--- config.mk ---
export PLATFORM = sky130hd
export DESIGN_NAME = hsl_to_rgb_converter
export DESIGN_NICKNAME = d
export VERILOG_FILES = /design/src/rtl/core/hslrgb_pkg.sv /design/src/rtl/core/hslrgb_front.sv /design/src/rtl/core/hslrgb_queue.sv /design/src/rtl/core/hslrgb_back.sv /design/src/rtl/core/hsl_to_rgb_converter.sv
export VERILOG_INCLUDE_DIRS = /design/src /design/src/rtl/core
export SDC_FILE = /design/constraint.sdc
export NUM_CORES = 2
export LEC_CHECK = 0
export BUFFER_PORTS_ARGS = -buffer_cell sky130_fd_sc_hd__buf_2
export CAP_MARGIN = 20
export CORE_AREA = 2 2 381 383
export CTS_BUF_LIST = sky130_fd_sc_hd__clkbuf_8
export DETAILED_ROUTE_END_ITERATION = 7
export DIE_AREA = 0 0 383 385
export SLEW_MARGIN = 20
export SYNTH_ARGS = -nofsm -noshare
export SYNTH_HDL_FRONTEND = slang
export SYNTH_SLANG_ARGS = --single-unit
export TNS_END_PERCENT = 100
--- constraint.sdc ---
create_clock -name clk -period 9 [get_ports clk]
set_clock_uncertainty 0.05 [all_clocks]
set_input_delay 1.8 -clock clk [delete_from_list [all_inputs] [get_ports clk]]
set_output_delay 1.8 -clock clk [all_outputs]
set_load 0.1 [all_outputs]
--- src/rtl/core/assert_macros.svh ---
// Assertion macros shared by the converter RTL.
// Depends on nothing; files that assert include this header by name.
`ifndef ASSERT_MACROS_SVH
`define ASSERT_MACROS_SVH

// The expression must hold at every clock edge outside reset.
`define ASSERT_ALWAYS(label, clk, rst_n, expr) \
    label: assert property (@(posedge clk) disable iff (!rst_n) (expr)) \
        else $error("assertion failed: invariant");

// When the condition holds, the result must hold at the next edge.
`define ASSERT_NEXT(label, clk, rst_n, cond, res) \
    label: assert property (@(posedge clk) disable iff (!rst_n) (cond) |=> (res)) \
        else $error("assertion failed: next-cycle check");

`endif

--- src/rtl/core/hslrgb_pkg.sv ---
// Types, constants and helpers for the HSL to RGB converter.
// Depends on nothing; every module of the converter imports it.
`timescale 1ns / 1ps

package hslrgb_pkg;

    // Field widths.
    localparam int HueW    = 9;
    localparam int PctW    = 7;
    localparam int ChanW   = 8;
    localparam int ChromaW = 6;
    localparam int RemW    = 6;

    // Color-space constants.
    localparam int PctFull   = 100;
    localparam int SectorDeg = 60;
    localparam int HueMax    = 6 * SectorDeg;

    // Arithmetic widths along the back pipeline.
    localparam int ScW    = 13;  // saturation times chroma, at most 5000
    localparam int XW     = 14;  // 100*L plus or minus S*C, at most 10000
    localparam int ScfW   = 19;  // S*C times the sector fraction, at most 300000
    localparam int NW     = 19;  // 51 times an X value
    localparam int NMidW  = 24;  // 17 times the interpolation numerator

    // 255/10000 reduces to 51/2000 and 255/600000 to 17/40000.
    localparam int TopNum = 51;
    localparam int TopDiv = 2000;
    localparam int MidNum = 17;
    localparam int MidDiv = 40000;

    // Reciprocals are rounded up; the shift is large enough that the
    // product floor is exact over the whole numerator range.
    localparam int TopShift  = 31;
    localparam int MidShift  = 39;
    localparam int TopRecipW = 21;
    localparam int MidRecipW = 24;
    localparam logic [TopRecipW-1:0] TopRecip =
        TopRecipW'(((64'd1 << TopShift) + TopDiv - 1) / TopDiv);
    localparam logic [MidRecipW-1:0] MidRecip =
        MidRecipW'(((64'd1 << MidShift) + MidDiv - 1) / MidDiv);
    localparam int PTopW = NW + TopRecipW;
    localparam int PMidW = NMidW + MidRecipW;

    // Queue between the front and the back.
    localparam int QueueDepth = 4;
    localparam int QueuePtrW  = $clog2(QueueDepth);
    localparam int QueueCntW  = $clog2(QueueDepth + 1);

    typedef enum logic [2:0] {
        SEC_RED_YELLOW    = 3'd0,
        SEC_YELLOW_GREEN  = 3'd1,
        SEC_GREEN_CYAN    = 3'd2,
        SEC_CYAN_BLUE     = 3'd3,
        SEC_BLUE_MAGENTA  = 3'd4,
        SEC_MAGENTA_RED   = 3'd5
    } sector_t;

    // One classified word as it travels from the front to the back.
    typedef struct packed {
        logic                black;
        sector_t             sector;
        logic [RemW-1:0]     rem;
        logic [PctW-1:0]     sat;
        logic [PctW-1:0]     light;
        logic [ChromaW-1:0]  chroma;
    } hslrgb_item_t;

    // Odd sectors interpolate on a falling slope.
    function automatic logic is_falling(input sector_t sec);
        logic res;
        begin
            case (sec)
                SEC_YELLOW_GREEN: res = 1'b1;
                SEC_CYAN_BLUE:    res = 1'b1;
                SEC_MAGENTA_RED:  res = 1'b1;
                default:          res = 1'b0;
            endcase
            return res;
        end
    endfunction

endpackage

--- src/rtl/core/hslrgb_front.sv ---
// Front end: accepts HSL words, clamps the percentages and classifies the hue.
// Depends on hslrgb_pkg.
`timescale 1ns / 1ps

module hslrgb_front (
    input  logic                      clk,
    input  logic                      rst_n,
    input  logic                      push,
    output logic                      full,
    input  logic [8:0]                hue,
    input  logic [6:0]                saturation,
    input  logic [6:0]                lightness,
    output hslrgb_pkg::hslrgb_item_t  item,
    output logic                      item_valid,
    input  logic                      item_ready
);
    import hslrgb_pkg::*;

    logic          valid_reg;
    logic          valid_next;
    hslrgb_item_t  item_reg;
    hslrgb_item_t  item_next;
    logic          load;
    logic [PctW-1:0] sat_c;
    logic [PctW-1:0] light_c;
    logic [HueW-1:0] base;

    assign full       = valid_reg && !item_ready;
    assign load       = push && !full;
    assign item       = item_reg;
    assign item_valid = valid_reg;

    always_comb
    begin
        sat_c   = (saturation > PctW'(PctFull)) ? PctW'(PctFull) : saturation;
        light_c = (lightness > PctW'(PctFull)) ? PctW'(PctFull) : lightness;

        // A hue of exactly 360 wraps to the first sector with no fraction.
        if (hue >= HueW'(HueMax))
        begin
            item_next.sector = SEC_RED_YELLOW;
            base             = HueW'(HueMax);
        end
        else if (hue >= HueW'(5 * SectorDeg))
        begin
            item_next.sector = SEC_MAGENTA_RED;
            base             = HueW'(5 * SectorDeg);
        end
        else if (hue >= HueW'(4 * SectorDeg))
        begin
            item_next.sector = SEC_BLUE_MAGENTA;
            base             = HueW'(4 * SectorDeg);
        end
        else if (hue >= HueW'(3 * SectorDeg))
        begin
            item_next.sector = SEC_CYAN_BLUE;
            base             = HueW'(3 * SectorDeg);
        end
        else if (hue >= HueW'(2 * SectorDeg))
        begin
            item_next.sector = SEC_GREEN_CYAN;
            base             = HueW'(2 * SectorDeg);
        end
        else if (hue >= HueW'(SectorDeg))
        begin
            item_next.sector = SEC_YELLOW_GREEN;
            base             = HueW'(SectorDeg);
        end
        else
        begin
            item_next.sector = SEC_RED_YELLOW;
            base             = '0;
        end

        item_next.black = (hue > HueW'(HueMax));
        item_next.rem   = RemW'(hue - base);
        item_next.sat   = sat_c;
        item_next.light = light_c;
        if (light_c < PctW'(PctFull / 2))
        begin
            item_next.chroma = ChromaW'(light_c);
        end
        else
        begin
            item_next.chroma = ChromaW'(PctW'(PctFull) - light_c);
        end
    end

    always_comb
    begin
        if (load)
        begin
            valid_next = 1'b1;
        end
        else if (item_ready)
        begin
            valid_next = 1'b0;
        end
        else
        begin
            valid_next = valid_reg;
        end
    end

    always_ff @(posedge clk or negedge rst_n)
    begin
        if (!rst_n)
        begin
            valid_reg <= 1'b0;
        end
        else
        begin
            valid_reg <= valid_next;
        end
    end

    always_ff @(posedge clk)
    begin
        if (load)
        begin
            item_reg <= item_next;
        end
    end

endmodule

--- src/rtl/core/hslrgb_queue.sv ---
// Short word queue that decouples the front end from the arithmetic back end.
// Depends on hslrgb_pkg and assert_macros.svh.
`timescale 1ns / 1ps
`include "assert_macros.svh"

module hslrgb_queue (
    input  logic                      clk,
    input  logic                      rst_n,
    input  logic                      in_valid,
    input  hslrgb_pkg::hslrgb_item_t  in_item,
    output logic                      in_ready,
    output logic                      out_valid,
    output hslrgb_pkg::hslrgb_item_t  out_item,
    input  logic                      out_ready
);
    import hslrgb_pkg::*;

    hslrgb_item_t          mem [QueueDepth];
    logic [QueuePtrW-1:0]  wr_ptr_reg;
    logic [QueuePtrW-1:0]  rd_ptr_reg;
    logic [QueueCntW-1:0]  count_reg;
    logic [QueueCntW-1:0]  count_next;
    logic                  wr;
    logic                  rd;

    assign in_ready  = (count_reg != QueueCntW'(QueueDepth));
    assign out_valid = (count_reg != '0);
    assign out_item  = mem[rd_ptr_reg];
    assign wr        = in_valid && in_ready;
    assign rd        = out_valid && out_ready;

    always_comb
    begin
        count_next = count_reg;
        if (wr && !rd)
        begin
            count_next = count_reg + 1'b1;
        end
        else if (rd && !wr)
        begin
            count_next = count_reg - 1'b1;
        end
    end

    always_ff @(posedge clk or negedge rst_n)
    begin
        if (!rst_n)
        begin
            wr_ptr_reg <= '0;
            rd_ptr_reg <= '0;
            count_reg  <= '0;
        end
        else
        begin
            count_reg <= count_next;
            if (wr)
            begin
                wr_ptr_reg <= wr_ptr_reg + 1'b1;
            end
            if (rd)
            begin
                rd_ptr_reg <= rd_ptr_reg + 1'b1;
            end
        end
    end

    always_ff @(posedge clk)
    begin
        if (wr)
        begin
            mem[wr_ptr_reg] <= in_item;
        end
    end

    `ASSERT_ALWAYS(a_count_bound, clk, rst_n, count_reg <= QueueCntW'(QueueDepth))
    `ASSERT_NEXT(a_count_fill, clk, rst_n, wr && !rd, count_reg == $past(count_reg) + 1'b1)

endmodule

--- src/rtl/core/hslrgb_back.sv ---
// Back end: five-stage arithmetic pipeline from classified words to RGB words.
// Depends on hslrgb_pkg and assert_macros.svh.
`timescale 1ns / 1ps
`include "assert_macros.svh"

module hslrgb_back (
    input  logic                      clk,
    input  logic                      rst_n,
    input  logic                      in_valid,
    input  hslrgb_pkg::hslrgb_item_t  in_item,
    output logic                      in_ready,
    input  logic                      pop,
    output logic                      empty,
    output logic [7:0]                red,
    output logic [7:0]                green,
    output logic [7:0]                blue
);
    import hslrgb_pkg::*;

    logic en;

    // Stage 1: S*C and the sector fraction.
    logic               v1_reg;
    logic [ScW-1:0]     s1_sc_reg;
    logic [PctW-1:0]    s1_light_reg;
    logic [RemW-1:0]    s1_frac_reg;
    sector_t            s1_sector_reg;
    logic               s1_black_reg;
    logic [RemW-1:0]    s1_frac_next;

    // Stage 2: 100*L plus and minus S*C, and S*C times the fraction.
    logic               v2_reg;
    logic [XW-1:0]      s2_xtop_reg;
    logic [XW-1:0]      s2_xbot_reg;
    logic [ScfW-1:0]    s2_scf_reg;
    sector_t            s2_sector_reg;
    logic               s2_black_reg;
    logic [XW-1:0]      hundred_l;

    // Stage 3: numerators over the reduced divisors.
    logic               v3_reg;
    logic [NW-1:0]      s3_ntop_reg;
    logic [NW-1:0]      s3_nbot_reg;
    logic [NMidW-1:0]   s3_nmid_reg;
    sector_t            s3_sector_reg;
    logic               s3_black_reg;

    // Stage 4: products with the reciprocals.
    logic               v4_reg;
    logic [PTopW-1:0]   s4_ptop_reg;
    logic [PTopW-1:0]   s4_pbot_reg;
    logic [PMidW-1:0]   s4_pmid_reg;
    sector_t            s4_sector_reg;
    logic               s4_black_reg;

    // Stage 5: routed channels, held for the consumer.
    logic               v5_reg;
    logic [ChanW-1:0]   red_reg;
    logic [ChanW-1:0]   green_reg;
    logic [ChanW-1:0]   blue_reg;
    logic [ChanW-1:0]   red_next;
    logic [ChanW-1:0]   green_next;
    logic [ChanW-1:0]   blue_next;
    logic [ChanW-1:0]   q_top;
    logic [ChanW-1:0]   q_bot;
    logic [ChanW-1:0]   q_mid;

    // The whole pipeline moves together whenever the output word can leave.
    assign en       = !v5_reg || pop;
    assign in_ready = en;
    assign empty    = !v5_reg;
    assign red      = red_reg;
    assign green    = green_reg;
    assign blue     = blue_reg;

    assign s1_frac_next = is_falling(in_item.sector)
                        ? RemW'(RemW'(SectorDeg) - in_item.rem) : in_item.rem;
    assign hundred_l    = XW'(s1_light_reg) * XW'(PctFull);

    assign q_top = s4_ptop_reg[TopShift +: ChanW];
    assign q_bot = s4_pbot_reg[TopShift +: ChanW];
    assign q_mid = s4_pmid_reg[MidShift +: ChanW];

    always_comb
    begin
        case (s4_sector_reg)
            SEC_YELLOW_GREEN:
            begin
                red_next = q_mid;  green_next = q_top;  blue_next = q_bot;
            end
            SEC_GREEN_CYAN:
            begin
                red_next = q_bot;  green_next = q_top;  blue_next = q_mid;
            end
            SEC_CYAN_BLUE:
            begin
                red_next = q_bot;  green_next = q_mid;  blue_next = q_top;
            end
            SEC_BLUE_MAGENTA:
            begin
                red_next = q_mid;  green_next = q_bot;  blue_next = q_top;
            end
            SEC_MAGENTA_RED:
            begin
                red_next = q_top;  green_next = q_bot;  blue_next = q_mid;
            end
            default:
            begin
                red_next = q_top;  green_next = q_mid;  blue_next = q_bot;
            end
        endcase
        if (s4_black_reg)
        begin
            red_next   = '0;
            green_next = '0;
            blue_next  = '0;
        end
    end

    always_ff @(posedge clk or negedge rst_n)
    begin
        if (!rst_n)
        begin
            v1_reg <= 1'b0;
            v2_reg <= 1'b0;
            v3_reg <= 1'b0;
            v4_reg <= 1'b0;
            v5_reg <= 1'b0;
        end
        else if (en)
        begin
            v1_reg <= in_valid;
            v2_reg <= v1_reg;
            v3_reg <= v2_reg;
            v4_reg <= v3_reg;
            v5_reg <= v4_reg;
        end
    end

    always_ff @(posedge clk)
    begin
        if (en)
        begin
            s1_sc_reg     <= ScW'(in_item.sat) * ScW'(in_item.chroma);
            s1_light_reg  <= in_item.light;
            s1_frac_reg   <= s1_frac_next;
            s1_sector_reg <= in_item.sector;
            s1_black_reg  <= in_item.black;

            s2_xtop_reg   <= hundred_l + XW'(s1_sc_reg);
            s2_xbot_reg   <= hundred_l - XW'(s1_sc_reg);
            s2_scf_reg    <= ScfW'(s1_sc_reg) * ScfW'(s1_frac_reg);
            s2_sector_reg <= s1_sector_reg;
            s2_black_reg  <= s1_black_reg;

            s3_ntop_reg   <= NW'(s2_xtop_reg) * NW'(TopNum);
            s3_nbot_reg   <= NW'(s2_xbot_reg) * NW'(TopNum);
            s3_nmid_reg   <= NMidW'(s2_xbot_reg) * NMidW'(MidNum * SectorDeg)
                           + NMidW'(s2_scf_reg) * NMidW'(MidNum * 2);
            s3_sector_reg <= s2_sector_reg;
            s3_black_reg  <= s2_black_reg;

            s4_ptop_reg   <= PTopW'(s3_ntop_reg) * PTopW'(TopRecip);
            s4_pbot_reg   <= PTopW'(s3_nbot_reg) * PTopW'(TopRecip);
            s4_pmid_reg   <= PMidW'(s3_nmid_reg) * PMidW'(MidRecip);
            s4_sector_reg <= s3_sector_reg;
            s4_black_reg  <= s3_black_reg;

            red_reg       <= red_next;
            green_reg     <= green_next;
            blue_reg      <= blue_next;
        end
    end

    `ASSERT_NEXT(a_stage_advance, clk, rst_n, en && v4_reg, v5_reg)
    `ASSERT_NEXT(a_black_zero, clk, rst_n, en && v4_reg && s4_black_reg, red_reg == '0 && green_reg == '0 && blue_reg == '0)

endmodule

--- src/rtl/core/hsl_to_rgb_converter.sv ---
// Top level of the HSL to RGB converter: front end, queue and back end.
// Depends on hslrgb_pkg, hslrgb_front, hslrgb_queue and hslrgb_back.
//
//   Channel   Direction  Handshake      Fields
//   input     in         push / full    hue[8:0], saturation[6:0], lightness[6:0]
//   result    out        pop / empty    red[7:0], green[7:0], blue[7:0]
//
// One word is accepted and one result delivered per clock when pop stays high.
// An accepted word passes the front register, which loads at the accepting edge,
// then one queue slot and then the five back-end stages before its result appears.
// Reset clears only control state; the block takes words right after reset.
// With pop low the back end holds once a result waits; the four-word queue and
// front register absorb the backlog before full rises.
`timescale 1ns / 1ps

module hsl_to_rgb_converter (
    input  logic       clk,
    input  logic       rst_n,
    input  logic       push,
    output logic       full,
    input  logic [8:0] hue,
    input  logic [6:0] saturation,
    input  logic [6:0] lightness,
    output logic       empty,
    input  logic       pop,
    output logic [7:0] red,
    output logic [7:0] green,
    output logic [7:0] blue
);
    import hslrgb_pkg::*;

    hslrgb_item_t  front_item;
    logic          front_valid;
    logic          front_ready;
    hslrgb_item_t  queue_item;
    logic          queue_valid;
    logic          back_ready;

    hslrgb_front u_front (
        .clk        (clk),
        .rst_n      (rst_n),
        .push       (push),
        .full       (full),
        .hue        (hue),
        .saturation (saturation),
        .lightness  (lightness),
        .item       (front_item),
        .item_valid (front_valid),
        .item_ready (front_ready)
    );

    hslrgb_queue u_queue (
        .clk       (clk),
        .rst_n     (rst_n),
        .in_valid  (front_valid),
        .in_item   (front_item),
        .in_ready  (front_ready),
        .out_valid (queue_valid),
        .out_item  (queue_item),
        .out_ready (back_ready)
    );

    hslrgb_back u_back (
        .clk      (clk),
        .rst_n    (rst_n),
        .in_valid (queue_valid),
        .in_item  (queue_item),
        .in_ready (back_ready),
        .pop      (pop),
        .empty    (empty),
        .red      (red),
        .green    (green),
        .blue     (blue)
    );

endmodule
==> results.ini <==
[run]
cap_violations = 0

[drt]
drt_wl_total_mm = 91.4
vias = 27000
drc_errors = 0
drt-pass1-iter-count = 5
ant_nets = 0
drt_iter0_drc = 1318
viasPerCell = 4.51
avgRoutedWirePerCell_um = 15.3

[finish]
finalNetCount = 5368
drive_above_1_share = 0.0479
layout_commonest_cell = inv_1
synthToLayoutAreaGrowth_pct = 8.65
largest_reg_flops = 116
final_cell_mix = inv_1, ha_1, fa_1, edfxtp_1, nand2_1
n_fill_cell = 14400

[die]
initial_utilization = 0.299
io_pins = 53
dieArea_mm2 = 0.147
coreArea_mm2 = 0.143
fp.dieH_um = 385
fp-row-count = 139
fp.dieW_um = 383

[cts]
clk_path_buf_depth = 3
cts_hold_buf = 0
clk_pin_slew_ns = 0.07
cts_buffers = 56
cts_root_buf = clkbuf_8
post-cts-setup-buffers = 0
clock-sinks = 354
post_cts_resized = 0
htree_levels = 2
clkLatencyLatePin_ns = 0.72
cts_tree = built

[timing]
worst_pin_slew_ns = 0.976
tns_ns = 0
fin_crit_ns = 6.68
slew_viol_final = 0
clock.fmax_mhz = 150
hold_viol_final = 0
setup_viol = 0
rsz0062_at_grt = false
post-route-period-util = 0.742
slew_headroom = 0.349

[logic_synthesis]
yosys_most_used_dff = edfxtp_1
syn_inst = 3953
synth-edff-count = 341
synth_area_mm2 = 0.0429
yosysWarnings = 0
postSynth.asyncResetShare = 0.0367
synthDistinctLibCells = 76
syn_nets = 5291
synth.avg_cell_area_um2 = 10.8
ys_seq_area_frac = 0.246
ys_ff_latch = 354

[status]
status = finished, final reports clean

[grt]
grt_pass1_wl_mm = 150
antenna_found_initial = 2
overflow = 0
grt_max_degree = 160
grt.total_usage = 0.127
grt_pass1_vias = 28000

[worst_setup_path]
endpoint_kind = register
required_ns = 9.38
rrSetupSlack_ns = 2.32
crit_fanout = 7
arrival_ns = 7.06
cp-start-kind = register
slowest_stage = fa_1
crit_type = reg -> reg
path_cells = inv_1 > fa_1 > inv_1 > fa_1 > fa_1 > inv_1 > fa_1 > inv_1 > ha_1 > o21a_1 > nor2_1 > a21oi_1 > a21oi_1 > o21bai_1 > xor2_1 > ha_1 > a21o_1 > a21o_1 > a221o_1 > a31o_1 > a41o_1 > a311oi_1 > o21bai_1 > xor3_1
slowest_delay_ns = 0.60

[place]
gp_congestion = 0.908
dpl.hpwl_mm = 77.3
port_buffers = 52

[hold_path]
hold_path_class = reg -> reg

## routing by layer
metal	vias to the layer above	wire length, um	global-route usage
met1	13300	45300	0.182
met3	101	3110	0.0151
li1	13200	-	-
met2	379	41300	0.205
met5	-	0	0
met4	0	1680	0.0279
## per-stage QoR
| step | hold WS, ns | util | instance area, um2 | cells | setup WS [ns] |
|---|---|---|---|---|---|
| 3_5_place_dp | 0.355 | 0.317 | 45400 | 5875 | 2.40 |
| 3_3_place_gp | 0.356 | 0.317 | 45400 | 5875 | 2.47 |
| 4_1_cts | 0.371 | 0.325 | 46600 | 5976 | 2.36 |
| 2_1_floorplan | 0.350 | - | 42900 | 3953 | 2.84 |
| 6_report | 0.371 | 0.325 | 46600 | 5979 | 2.32 |
| 5_1_grt | 0.389 | 0.325 | 46600 | 5979 | 2.02 |
## logic make-up after synthesis
kind of cell,count (synthesis),share of synthesized area
AO/OA/AOI/OAI,508,0.0770
buffers and inverters,1022,0.0897
XOR/XNOR,154,0.0318
AND/OR/NAND/NOR,569,0.0643
multiplexers,35,0.0168
flip-flops,354,0.246
adder cells (fa/ha/maj),1311,0.474
## synthesized netlist by cell type, types with 5 or more instances
| cell type | n | area share |
|---|---|---|
| inv_1 | 979 | 0.086 |
| ha_1 | 790 | 0.23 |
| fa_1 | 521 | 0.24 |
| edfxtp_1 | 341 | 0.24 |
| nand2_1 | 175 | 0.015 |
| a21oi_1 | 154 | 0.018 |
| nor2_1 | 126 | 0.011 |
| xnor2_1 | 114 | 0.023 |
| and2_1 | 57 | 0.0083 |
| o21ai_0 | 56 | 0.0065 |
| a21o_1 | 44 | 0.0077 |
| nor3_1 | 43 | 0.0050 |
| xor2_1 | 39 | 0.0080 |
| clkbuf_1 | 37 | 0.0032 |
| nand3_1 | 32 | 0.0037 |
| o21ai_1 | 31 | 0.0036 |
| mux4_2 | 29 | 0.015 |
| a211oi_1 | 27 | 0.0047 |
| o21bai_1 | 25 | 0.0044 |
| nor2b_1 | 24 | 0.0035 |
| nand2b_1 | 23 | 0.0034 |
| o21a_1 | 21 | 0.0037 |
| and3_1 | 20 | 0.0029 |
| o22ai_1 | 17 | 0.0025 |
| a22oi_1 | 16 | 0.0028 |
| o211ai_1 | 15 | 0.0026 |
| or2_2 | 14 | 0.0020 |
| dfrtp_1 | 13 | 0.0076 |
| or3_1 | 13 | 0.0019 |
| nand4_1 | 12 | 0.0018 |
| a31oi_1 | 11 | 0.0016 |
| o31ai_1 | 11 | 0.0019 |
| o221ai_1 | 10 | 0.0020 |
| nor4_1 | 8 | 0.0012 |
| a2111oi_0 | 7 | 0.0014 |
| a311oi_1 | 7 | 0.0014 |
| a21boi_1 | 5 | 0.00088 |
| o2111ai_1 | 5 | 0.0010 |
| o311ai_1 | 5 | 0.0010 |
## final timing paths
kind | startpoint | end | cells after the start
max | u_back.s2_xbot_reg[3] | u_back.s3_nmid_reg[23] | 24
min | u_back.s1_sector_reg[0] | u_back.s2_sector_reg[0] | 0
max reg2reg | u_back.s2_xbot_reg[3] | u_back.s3_nmid_reg[23] | 24
min reg2reg | u_back.s1_sector_reg[0] | u_back.s2_sector_reg[0] | 0
max in group asynchronous | rst_n | u_queue.rd_ptr_reg[0] | 1
min in group asynchronous | rst_n | u_queue.count_reg[1] | 1
## final cells by class
class	count	area, um2	area share
Timing Repair Buffer	61	340	0.00731
Tap cell	1903	2380	0.0511
Multi-Input combinational cell	2577	28500	0.611
Sequential cell	354	10600	0.227
Clock buffer	56	771	0.0165
Inverter	980	3680	0.0790
Antenna cell	3	7.51	0.000161
Clock inverter	45	364	0.00782
## critical path: cells and delay by family (launching register included)
| kind | cells | cell delay (ns) |
|---|---|---|
| adders and majority gates | 6 | 2.80 |
| AOI/OAI and AO/OA | 11 | 2.22 |
| DFF | 1 | 0.47 |
| xor gates and xnor gates | 2 | 0.34 |
| buffers and inverters | 4 | 0.31 |
| and+or+nand+nor | 1 | 0.21 |
Power is left out: the tool's default activity adds up to more than one toggle a clock period on the data nets, which glitch-free logic cannot reach.
